`src/design/lfc_pkg.sv`:
```
// ----------------------------------------------------------------------------
// lfc_pkg
// shared types and constants of the six channel led fade controller
// ----------------------------------------------------------------------------
package lfc_pkg;

  localparam int NCH         = 6;
  localparam int LVL_W       = 10;
  localparam int LVL_MAX     = 1023;
  localparam int WHITE_CAP   = 500;
  localparam int STEP_W      = 6;
  localparam int ROW_W       = 5;
  localparam int CH_W        = 3;
  localparam int CMD_W       = 3;
  localparam int SCALE_W     = 9;
  localparam int SCALE_SHIFT = 8;
  localparam int SCALE_RESET = 256;
  localparam int FLOOR_RESET = 20;
  localparam int CFG_W       = 10;
  localparam int CFG_IDX_W   = 1;
  localparam int DQ_W        = 11;   // signed per-step quotient of a fade
  localparam int NUM_W       = 12;   // biased difference fed to the reciprocal multiply
  localparam int REC_SHIFT   = 20;   // reciprocal fraction bits
  localparam int REC_W       = 21;
  localparam int PROD_W      = NUM_W + REC_W;

  typedef logic [LVL_W-1:0] level_t;
  typedef level_t [NCH-1:0] levels_t;
  typedef logic signed [DQ_W-1:0] quot_t;

  typedef enum logic [CMD_W-1:0] {
    CMD_WRITE       = 3'd0,
    CMD_RECIPE      = 3'd1,
    CMD_RECIPE_LOW  = 3'd2,
    CMD_MIN_COLD    = 3'd3,
    CMD_OFF         = 3'd4,
    CMD_FIXED_WHITE = 3'd5,
    CMD_RESERVE     = 3'd6,
    CMD_UNUSED      = 3'd7
  } cmd_t;

  typedef enum logic [1:0] {
    S_IDLE,
    S_SETUP,
    S_STEP
  } state_t;

  typedef enum logic [1:0] {
    PH_READ,
    PH_TARGET,
    PH_DIV,
    PH_REM
  } phase_t;

  typedef enum logic [CFG_IDX_W-1:0] {
    CFG_BATTERY_SCALE = 1'b0,
    CFG_COLD_FLOOR    = 1'b1
  } cfg_idx_t;

  typedef struct packed {
    logic clear;
    logic advance;
  } step_ctrl_t;

endpackage

```
`src/design/six_channel_led_fade_controller.sv`:
```
// ----------------------------------------------------------------------------
// six_channel_led_fade_controller
// recipe table of six channel led levels with linear crossfades
// ----------------------------------------------------------------------------
// a fade command gives its first word after setup, which takes every channel
//   through read, target, div and rem phases around the one shared multiplier
// throughput: a fade gives FADE_STEPS + 1 words, one per cycle while out_ready
//   is high; the next command is taken only once the final word is loaded
// a table write or an unused command code gives no word and starts no fade
// reset clears sequencer, output valid and current levels, and sets the config
//   registers to defaults; the recipe table is undefined until written
// ----------------------------------------------------------------------------
module six_channel_led_fade_controller import lfc_pkg::*; #(
  parameter int RECIPE_COUNT    = 32,
  parameter int FADE_STEPS      = 40,
  parameter int FIXED_WHITE_ROW = 28
) (
  input  logic                 clk,
  input  logic                 rst,
  // command channel
  input  logic                 in_valid,
  output logic                 in_ready,
  input  logic [CMD_W-1:0]     cmd,
  input  logic [ROW_W-1:0]     recipe_index,
  input  logic [CH_W-1:0]      channel_select,
  input  logic [LVL_W-1:0]     entry_value,
  // fade step channel
  output logic                 out_valid,
  input  logic                 out_ready,
  output logic [LVL_W-1:0]     warm_level,
  output logic [LVL_W-1:0]     cold_level,
  output logic [LVL_W-1:0]     red_level,
  output logic [LVL_W-1:0]     green_level,
  output logic [LVL_W-1:0]     blue_level,
  output logic [LVL_W-1:0]     sixth_level,
  output logic [STEP_W-1:0]    step_number,
  output logic                 final_step,
  // configuration writes
  input  logic                 cfg_we,
  input  logic [CFG_IDX_W-1:0] cfg_index,
  input  logic [CFG_W-1:0]     cfg_data
);

  // table is stored one level per ram word, row-major by channel
  localparam int DEPTH = RECIPE_COUNT * NCH;
  localparam int AW    = (DEPTH > 1) ? $clog2(DEPTH) : 1;
  localparam int AFW   = (AW > 8) ? AW : 8;
  localparam int REM_W = $clog2(FADE_STEPS) + 1;
  // bias keeps the difference positive; a whole multiple of the step count
  localparam int OFFK   = (LVL_MAX + FADE_STEPS - 1) / FADE_STEPS;
  localparam int OFFSET = OFFK * FADE_STEPS;
  // rounded-up reciprocal, exact floor for every biased difference
  localparam int RECIP  = (2 ** REC_SHIFT + FADE_STEPS - 1) / FADE_STEPS;

  state_t state, state_next;
  phase_t phase, phase_next;
  logic [CH_W-1:0] ch, ch_next;

  cmd_t             cmd_r;
  logic [ROW_W-1:0] row_r;
  logic [SCALE_W-1:0] battery_scale;
  level_t           cold_white_floor;

  levels_t          cur;
  levels_t          tgt;
  level_t           tgt_pre;
  level_t           tgt_pre_next;
  logic [NUM_W-1:0] n_r;
  quot_t            dq [NCH];
  logic [REM_W-1:0] dr [NCH];
  logic [STEP_W-1:0] step_cnt;

  levels_t          out_lv;
  levels_t          step_levels;

  logic             accept;
  logic             start;
  logic             load;
  logic             last_step;
  step_ctrl_t       step_ctrl;

  logic             ram_we;
  logic [AW-1:0]    ram_waddr;
  logic [AW-1:0]    ram_raddr;
  level_t           ram_q;
  logic [ROW_W-1:0] row_sel;

  logic [NUM_W-1:0]  mul_a;
  logic [REC_W-1:0]  mul_b;
  logic [PROD_W-1:0] prod;

  logic [LVL_W:0]    scaled;
  level_t            target;
  level_t            raw;
  logic [NUM_W-1:0]  n_comb;
  logic [NUM_W-1:0]  qn;
  logic [NUM_W-1:0]  qd;
  logic [NUM_W-1:0]  qf;
  logic [NUM_W-1:0]  rem;

  function automatic logic row_ok(input logic [ROW_W-1:0] row);
    return (9'(row) < 9'(RECIPE_COUNT));
  endfunction

  function automatic logic [AW-1:0] addr_of(input logic [ROW_W-1:0] row,
                                            input logic [CH_W-1:0] c);
    logic [AFW-1:0] a;
    a = AFW'(row) * AFW'(NCH) + AFW'(c);
    return a[AW-1:0];
  endfunction

  // ---------------------------------------------------------------------------
  // handshake
  // ---------------------------------------------------------------------------
  assign in_ready  = (state == S_IDLE);
  assign accept    = in_valid && in_ready;
  // every code from recipe to reserve white starts a fade
  assign start     = accept && (cmd != CMD_WRITE) && (cmd != CMD_UNUSED);
  // in the step run a new word goes into the output register when empty or taken
  assign load      = (state == S_STEP) && (!out_valid || out_ready);
  assign last_step = (step_cnt == STEP_W'(FADE_STEPS));

  assign step_ctrl.clear   = start;
  assign step_ctrl.advance = load && !last_step;

  // ---------------------------------------------------------------------------
  // configuration registers
  // ---------------------------------------------------------------------------
  always_ff @(posedge clk) begin
    if (rst) begin
      battery_scale    <= SCALE_W'(SCALE_RESET);
      cold_white_floor <= LVL_W'(FLOOR_RESET);
    end else if (cfg_we) begin
      case (cfg_idx_t'(cfg_index))
        CFG_BATTERY_SCALE: battery_scale    <= cfg_data[SCALE_W-1:0];
        CFG_COLD_FLOOR:    cold_white_floor <= cfg_data[LVL_W-1:0];
        default: ;
      endcase
    end
  end

  // ---------------------------------------------------------------------------
  // recipe table: written straight from the command word, read per channel
  // ---------------------------------------------------------------------------
  assign ram_we    = accept && (cmd == CMD_WRITE) &&
                     (channel_select < CH_W'(NCH)) && row_ok(recipe_index);
  assign ram_waddr = addr_of(recipe_index, channel_select);
  assign row_sel   = (cmd_r == CMD_FIXED_WHITE) ? ROW_W'(FIXED_WHITE_ROW) : row_r;
  assign ram_raddr = addr_of(row_sel, ch);

  lfc_ram #(
    .WIDTH (LVL_W),
    .DEPTH (DEPTH)
  ) u_table (
    .clk   (clk),
    .we    (ram_we),
    .waddr (ram_waddr),
    .wdata (entry_value),
    .raddr (ram_raddr),
    .rdata (ram_q)
  );

  // ---------------------------------------------------------------------------
  // sequencer: four phases per channel, then the step run
  // ---------------------------------------------------------------------------
  always_ff @(posedge clk) begin
    if (rst) begin
      state <= S_IDLE;
      phase <= PH_READ;
      ch    <= '0;
    end else begin
      state <= state_next;
      phase <= phase_next;
      ch    <= ch_next;
    end
  end

  always_comb begin
    state_next = state;
    phase_next = phase;
    ch_next    = ch;
    case (state)
      S_IDLE: begin
        if (start) begin
          state_next = S_SETUP;
          phase_next = PH_READ;
          ch_next    = '0;
        end
      end
      S_SETUP: begin
        case (phase)
          PH_READ:   phase_next = PH_TARGET;
          PH_TARGET: phase_next = PH_DIV;
          PH_DIV:    phase_next = PH_REM;
          PH_REM: begin
            phase_next = PH_READ;
            if (ch == CH_W'(NCH - 1)) begin
              state_next = S_STEP;
              ch_next    = '0;
            end else begin
              ch_next = ch + CH_W'(1);
            end
          end
          default: phase_next = PH_READ;
        endcase
      end
      S_STEP: begin
        if (load && last_step) begin
          state_next = S_IDLE;
        end
      end
      default: state_next = S_IDLE;
    endcase
  end

  // ---------------------------------------------------------------------------
  // setup datapath around the shared multiplier
  //   target phase: table level times battery scale
  //   div phase:    biased difference times reciprocal
  //   rem phase:    quotient and remainder of the per-step delta
  // ---------------------------------------------------------------------------
  assign raw    = row_ok(row_sel) ? ram_q : '0;
  assign scaled = prod[SCALE_SHIFT +: LVL_W+1];
  assign target = (cmd_r != CMD_RECIPE_LOW) ? tgt_pre :
                  (scaled > (LVL_W+1)'(LVL_MAX)) ? LVL_W'(LVL_MAX) :
                  scaled[LVL_W-1:0];
  assign n_comb = NUM_W'(target) - NUM_W'(cur[ch]) + NUM_W'(OFFSET);
  assign qn     = prod[REC_SHIFT +: NUM_W];
  assign qd     = qn - NUM_W'(OFFK);
  assign qf     = NUM_W'(qn * NUM_W'(FADE_STEPS));
  assign rem    = n_r - qf;

  always_comb begin
    case (cmd_r)
      CMD_RECIPE, CMD_RECIPE_LOW, CMD_FIXED_WHITE: tgt_pre_next = raw;
      CMD_MIN_COLD: tgt_pre_next = (ch == CH_W'(1)) ? cold_white_floor : '0;
      CMD_RESERVE:  tgt_pre_next = (ch < CH_W'(2)) ? cur[ch] : '0;
      default:      tgt_pre_next = '0;
    endcase
  end

  always_comb begin
    if (phase == PH_DIV) begin
      mul_a = n_comb;
      mul_b = REC_W'(RECIP);
    end else begin
      mul_a = NUM_W'(raw);
      mul_b = REC_W'(battery_scale);
    end
  end

  lfc_mul u_mul (
    .clk  (clk),
    .a    (mul_a),
    .b    (mul_b),
    .prod (prod)
  );

  always_ff @(posedge clk) begin
    if (accept) begin
      cmd_r <= cmd_t'(cmd);
      row_r <= recipe_index;
    end
    if (state == S_SETUP) begin
      case (phase)
        PH_TARGET: tgt_pre <= tgt_pre_next;
        PH_DIV: begin
          tgt[ch] <= target;
          n_r     <= n_comb;
        end
        PH_REM: begin
          dq[ch] <= quot_t'(qd[DQ_W-1:0]);
          dr[ch] <= rem[REM_W-1:0];
        end
        default: ;
      endcase
    end
  end

  // ---------------------------------------------------------------------------
  // interpolation lanes
  // ---------------------------------------------------------------------------
  lfc_stepper #(
    .FADE_STEPS (FADE_STEPS)
  ) u_stepper (
    .clk         (clk),
    .ctrl        (step_ctrl),
    .dq          (dq),
    .dr          (dr),
    .old_levels  (cur),
    .step_levels (step_levels)
  );

  // ---------------------------------------------------------------------------
  // output register and current levels
  // ---------------------------------------------------------------------------
  always_ff @(posedge clk) begin
    if (rst) begin
      out_valid <= 1'b0;
      cur       <= '0;
      step_cnt  <= '0;
    end else begin
      if (start) begin
        step_cnt <= '0;
      end
      if (load) begin
        out_valid <= 1'b1;
        if (last_step) begin
          cur <= tgt;
        end else begin
          step_cnt <= step_cnt + STEP_W'(1);
        end
      end else if (out_ready) begin
        out_valid <= 1'b0;
      end
    end
  end

  // the final word carries the exact target without clamping
  always_ff @(posedge clk) begin
    if (load) begin
      out_lv      <= last_step ? tgt : step_levels;
      step_number <= step_cnt;
      final_step  <= last_step;
    end
  end

  assign warm_level  = out_lv[0];
  assign cold_level  = out_lv[1];
  assign red_level   = out_lv[2];
  assign green_level = out_lv[3];
  assign blue_level  = out_lv[4];
  assign sixth_level = out_lv[5];

  // ---------------------------------------------------------------------------
  // checks
  // ---------------------------------------------------------------------------
  a_final_at_last: assert property (@(posedge clk) disable iff (rst)
    out_valid && final_step |-> step_number == STEP_W'(FADE_STEPS))
    else $error("final word without last step number");

  a_step_bound: assert property (@(posedge clk) disable iff (rst)
    step_cnt <= STEP_W'(FADE_STEPS))
    else $error("step counter past the final step");

  a_cur_stable: assert property (@(posedge clk) disable iff (rst)
    state != S_STEP |=> $stable(cur))
    else $error("current levels changed outside a step run");

  a_white_cap: assert property (@(posedge clk) disable iff (rst)
    out_valid && !final_step |->
      warm_level <= LVL_W'(WHITE_CAP) && cold_level <= LVL_W'(WHITE_CAP))
    else $error("white level above cap on an interpolation word");

  a_ch_bound: assert property (@(posedge clk) disable iff (rst)
    ch < CH_W'(NCH))
    else $error("setup channel out of range");

endmodule

```
`src/design/lfc_ram.sv`:
```
// ----------------------------------------------------------------------------
// lfc_ram
// generic single write port ram with one registered read port
// ----------------------------------------------------------------------------
module lfc_ram #(
  parameter int WIDTH = 10,
  parameter int DEPTH = 192,
  localparam int AW = (DEPTH > 1) ? $clog2(DEPTH) : 1
) (
  input  logic             clk,
  input  logic             we,
  input  logic [AW-1:0]    waddr,
  input  logic [WIDTH-1:0] wdata,
  input  logic [AW-1:0]    raddr,
  output logic [WIDTH-1:0] rdata
);

  logic [WIDTH-1:0] mem [DEPTH];

  always_ff @(posedge clk) begin
    if (we) begin
      mem[waddr] <= wdata;
    end
    rdata <= mem[raddr];
  end

endmodule

```
`src/design/lfc_mul.sv`:
```
// ----------------------------------------------------------------------------
// lfc_mul
// shared unsigned multiplier with registered product
// ----------------------------------------------------------------------------
module lfc_mul import lfc_pkg::*; (
  input  logic              clk,
  input  logic [NUM_W-1:0]  a,
  input  logic [REC_W-1:0]  b,
  output logic [PROD_W-1:0] prod
);

  always_ff @(posedge clk) begin
    prod <= PROD_W'(a) * PROD_W'(b);
  end

endmodule

```
`src/design/lfc_stepper.sv`:
```
// ----------------------------------------------------------------------------
// lfc_stepper
// six interpolation lanes, quotient and remainder accumulated each step
// ----------------------------------------------------------------------------
module lfc_stepper import lfc_pkg::*; #(
  parameter int FADE_STEPS = 40,
  localparam int REM_W = $clog2(FADE_STEPS) + 1
) (
  input  logic             clk,
  input  step_ctrl_t       ctrl,
  input  quot_t            dq [NCH],
  input  logic [REM_W-1:0] dr [NCH],
  input  levels_t          old_levels,
  output levels_t          step_levels
);

  quot_t                   q      [NCH];
  logic [REM_W-1:0]        r      [NCH];
  quot_t                   q_next [NCH];
  logic [REM_W-1:0]        r_next [NCH];
  logic [REM_W:0]          rsum   [NCH];
  logic signed [NUM_W-1:0] v      [NCH];

  // carry the remainder into the quotient once it reaches the step count
  always_comb begin
    for (int c = 0; c < NCH; c++) begin
      rsum[c] = {1'b0, r[c]} + {1'b0, dr[c]};
      if (rsum[c] >= (REM_W+1)'(FADE_STEPS)) begin
        r_next[c] = REM_W'(rsum[c] - (REM_W+1)'(FADE_STEPS));
        q_next[c] = q[c] + dq[c] + quot_t'(1);
      end else begin
        r_next[c] = REM_W'(rsum[c]);
        q_next[c] = q[c] + dq[c];
      end
    end
  end

  always_ff @(posedge clk) begin
    for (int c = 0; c < NCH; c++) begin
      if (ctrl.clear) begin
        q[c] <= '0;
        r[c] <= '0;
      end else if (ctrl.advance) begin
        q[c] <= q_next[c];
        r[c] <= r_next[c];
      end
    end
  end

  // old level plus accumulated quotient, whites capped, floor at zero
  always_comb begin
    for (int c = 0; c < NCH; c++) begin
      v[c] = $signed({2'b00, old_levels[c]}) + NUM_W'(q[c]);
      if (c < 2 && v[c] > NUM_W'(WHITE_CAP)) begin
        step_levels[c] = LVL_W'(WHITE_CAP);
      end else if (v[c] < 0) begin
        step_levels[c] = '0;
      end else begin
        step_levels[c] = v[c][LVL_W-1:0];
      end
    end
  end

endmodule
```
`config.mk`:
```
export PLATFORM = sky130hd
export DESIGN_NAME = six_channel_led_fade_controller
export DESIGN_NICKNAME = d
export VERILOG_FILES = /design/src/design/lfc_pkg.sv /design/src/design/six_channel_led_fade_controller.sv /design/src/design/lfc_ram.sv /design/src/design/lfc_mul.sv /design/src/design/lfc_stepper.sv
export SDC_FILE = /design/constraint.sdc
export NUM_CORES = 2
export LEC_CHECK = 0
export BUFFER_PORTS_ARGS = -buffer_cell sky130_fd_sc_hd__buf_2
export CAP_MARGIN = 20
export CELL_PAD_IN_SITES_DETAIL_PLACEMENT = 1
export CELL_PAD_IN_SITES_GLOBAL_PLACEMENT = 2
export CORE_ASPECT_RATIO = 2
export CORE_MARGIN = 3
export CORE_UTILIZATION = 53
export CTS_CLUSTER_DIAMETER = 80
export DETAILED_ROUTE_END_ITERATION = 8
export PLACE_DENSITY_LB_ADDON = 0.2
export SLEW_MARGIN = 0
export SYNTH_ARGS = -nofsm -noshare
export SYNTH_HDL_FRONTEND = slang
export SYNTH_SLANG_ARGS = --single-unit
export TNS_END_PERCENT = 10
```
`constraint.sdc`:
```
create_clock -name clk -period 14.5 [get_ports clk]
set_input_delay 2.175 -clock clk [delete_from_list [all_inputs] [get_ports clk]]
set_output_delay 2.175 -clock clk [all_outputs]
set_load 0.005 [all_outputs]
```
==> flow_summary.yaml <==
global_route:
  grt_start_max_net_pins: 116
  grt.overflow.total: 0
  grt_pass1_vias: 60100
  grtUsageTotal: 0.287
  grt_pass1_wl_um: 420000
  antenna_found_initial: 10
clock_tree:
  post_cts_resized: 0
  clock_sinks: 2391
  post-cts-setup-buffer-count: 0
  htree_levels: 4
  clockBufferDepth: 4
  numCtsBuffers: 207
  ctsHoldBuffers: 0
  clock_latency_ns: 0.89
  clkSlewWorstSetupHoldPaths_ns: 0.07
  cts_root_buffer: "clkbuf_16"
  cts_tree: "yes"
placed_design:
  dp_cells: 8519
  io_buffers: 105
  pre_cts_slack_ns: 4.53
  gp_congestion: 0.901
  dpl.hpwl_um: 199000
sta:
  fmax_ghz: 0.101
  finalHoldViolCount: 0
  setup_viol: 0
  min_period_over_period: 0.686
  fin_ws_ns: 4.56
  rsz0062_at_grt: "no"
  finalCriticalPeriod_ns: 9.94
  tightest_slew_ns: 1.28
  fin_setup_tns_ns: 0
  fin_skew_ns: 0.0777
  max-slew-margin-rel: 0.145
  finalMaxSlewViolations: 0
setup_path:
  crit_required_ns: 15.20
  critPathCaptureType: "flip-flop"
  rr_startpoint: "ch[0]$_SDFFE_PP0P_"
  startpoint: "ch[0]$_SDFFE_PP0P_"
  startpoint_type: "flip-flop"
  slowest_stage: "dfxtp_4"
  reg2regPathDepth: 33
  r2r-end: "u_mul.prod[25]$_DFF_P_"
  cp.arrival_ns: 10.64
  max_stage_delay_ns: 0.87
  ff2ff_setup_slack_ns: 4.56
  cp_max_fo: 47
  crit_type: "flip-flop to flip-flop"
  crit_end: "u_mul.prod[25]$_DFF_P_"
layout:
  stdcell_count: 8930
  nets: 6651
  drive_gt1_frac: 0.190
  final_cell_mix: "edfxtp_1 (2270), mux4_2 (634), nor2_1 (440)"
  multi_input_area_um2: 32100
  regArea_um2: 70600
  nFillCells: 17400
  syn_to_final_growth_pct: 10.3
  final_common_cell: "edfxtp_1"
power:
  leakage_nw: 38.4
  p_per_area_nw_per_um2: 133
  ir_worst_vdd_mv: 0.118
  power_w: 0.0153
min_path:
  hold_class: "flip-flop to flip-flop"
logic_synthesis:
  yosys_warnings: 0
  avgSynthCellArea_um2: 17.3
  synthCells: 6034
  ys_seq_area_frac: 0.675
  synth_enable_flop_cells: 2270
  ys_types: 93
  synth_ff_type: "edfxtp_1"
  synth-seq-cells: 2391
  async_flop_share: 0
  synthesis.area_um2: 105000
floorplanning:
  die_x_um: 320
  start_util: 0.533
  fp-row-count: 230
  dieHeight_um: 634
  ios: 106
  die-area_um2: 203000
  core-area_um2: 196000
flow_run:
  cap_viol_max_count: 0
status:
  status: "finished clean"
routing:
  top_layer_used: "met5"
  dr_wl_met3_um: 12400
  drt-met1-wl_um: 95300
  drt.antenna.violating_nets: 0
  vias: 55600
  drtIter0Drc: 4980
  drt_first_pass_iters: 7
  drt-total-wl_um: 288000
  vias_per_cell: 6.22
  routed-wl-met2_um: 159000
  drc: 0
  wl_per_cell_um: 32.3
==> layout make-up <==
type                            instances  area share
Sequential cell                      2391       0.612
Multi-Input combinational cell       3090       0.278
Clock buffer                          257      0.0481
Tap cell                             2552      0.0277
Timing Repair Buffer                  217      0.0134
Clock inverter                        110      0.0108
Inverter                              301     0.00982
Antenna cell                           12    0.000260
==> where the power goes <==
group / internal, W / total [W] / switching, W
Combinational: 0.000700 / 0.00191 / 0.00121
Sequential: 0.00763 / 0.00774 / 0.000110
Clock: 0.00317 / 0.00566 / 0.00249
Total: 0.0115 / 0.0153 / 0.00381
==> worst max-delay path: cells and delay by family, from the launching register on <==
family          cells  cell delay (ns)
flops               1             0.87
mux                 1             0.16
compound gates     10             2.89
buf+inv             5             0.54
simple gates        6             0.92
xor+xnor            3             1.08
fa+ha+maj           8             3.27
==> Yosys cell counts, drive strengths merged, types with 62 or more instances <==
| master | instances | area, um2 |
|---|---|---|
| clkbuf | 193 | 724 |
| nand2 | 359 | 1350 |
| xnor2 | 169 | 1480 |
| a21oi | 283 | 1420 |
| fa | 127 | 2540 |
| ha | 279 | 3490 |
| inv | 301 | 1130 |
| o21ai | 89 | 457 |
| xor2 | 62 | 543 |
| buf | 65 | 265 |
| nor2 | 443 | 1670 |
| edfxtp | 2270 | 68200 |
| mux4 | 634 | 14300 |
| dfxtp | 121 | 2420 |
==> per-stage QoR <==
stage               hold slack (ns)  utilization  cell area, um2
finish                        0.460        0.588          115000
detailed placement            0.453        0.552          108000
floorplan                     0.430            -          105000
global placement              0.443        0.552          108000
CTS                           0.461        0.586          115000
global route                  0.485        0.588          115000
==> worst min path at each step <==
| stage | start | end | slack [ns] | depth (start not counted) |
|---|---|---|---|---|
| 5_1_grt | battery_scale[7]$_SDFFE_PP0P_ | battery_scale[7]$_SDFFE_PP0P_ | 0.49 | 2 |
| 4_1_cts | battery_scale[7]$_SDFFE_PP0P_ | battery_scale[7]$_SDFFE_PP0P_ | 0.46 | 2 |
| 2_1_floorplan | battery_scale[8]$_SDFFE_PP1P_ | battery_scale[8]$_SDFFE_PP1P_ | 0.43 | 2 |
| 3_5_place_dp | battery_scale[7]$_SDFFE_PP0P_ | battery_scale[7]$_SDFFE_PP0P_ | 0.45 | 2 |
| 6_report | battery_scale[7]$_SDFFE_PP0P_ | battery_scale[7]$_SDFFE_PP0P_ | 0.46 | 2 |
| 3_3_place_gp | battery_scale[7]$_SDFFE_PP0P_ | battery_scale[7]$_SDFFE_PP0P_ | 0.44 | 2 |
==> routing by layer <==
| layer | up-vias | global-route usage |
|---|---|---|
| li1 | 23800 | - |
| met1 | 29400 | 0.309 |
| met2 | 1787 | 0.540 |
| met3 | 627 | 0.0300 |
| met4 | 4 | 0.176 |
| met5 | - | 0 |
==> cells by family after synthesis <==
logic type               after synthesis  synth area share
AO/OA/AOI/OAI                        637            0.0380
buffers and inverters                559            0.0203
XOR/XNOR                             232            0.0195
flip-flops                          2391             0.675
multiplexers                         687             0.142
AND/OR/NAND/NOR                     1120            0.0480
adder cells (fa/ha/maj)              406            0.0577
other                                  2         0.0000718
==> state kept, by name, summed over array words and instances (netlist names), 18 cells and up <==
signal,count
u_stepper.r,42
u_mul.prod,18
dr,42
dq,48
cur,60
tgt,60
u_table.mem,1920
u_stepper.q,66
Power figures use the tool's default switching activity.
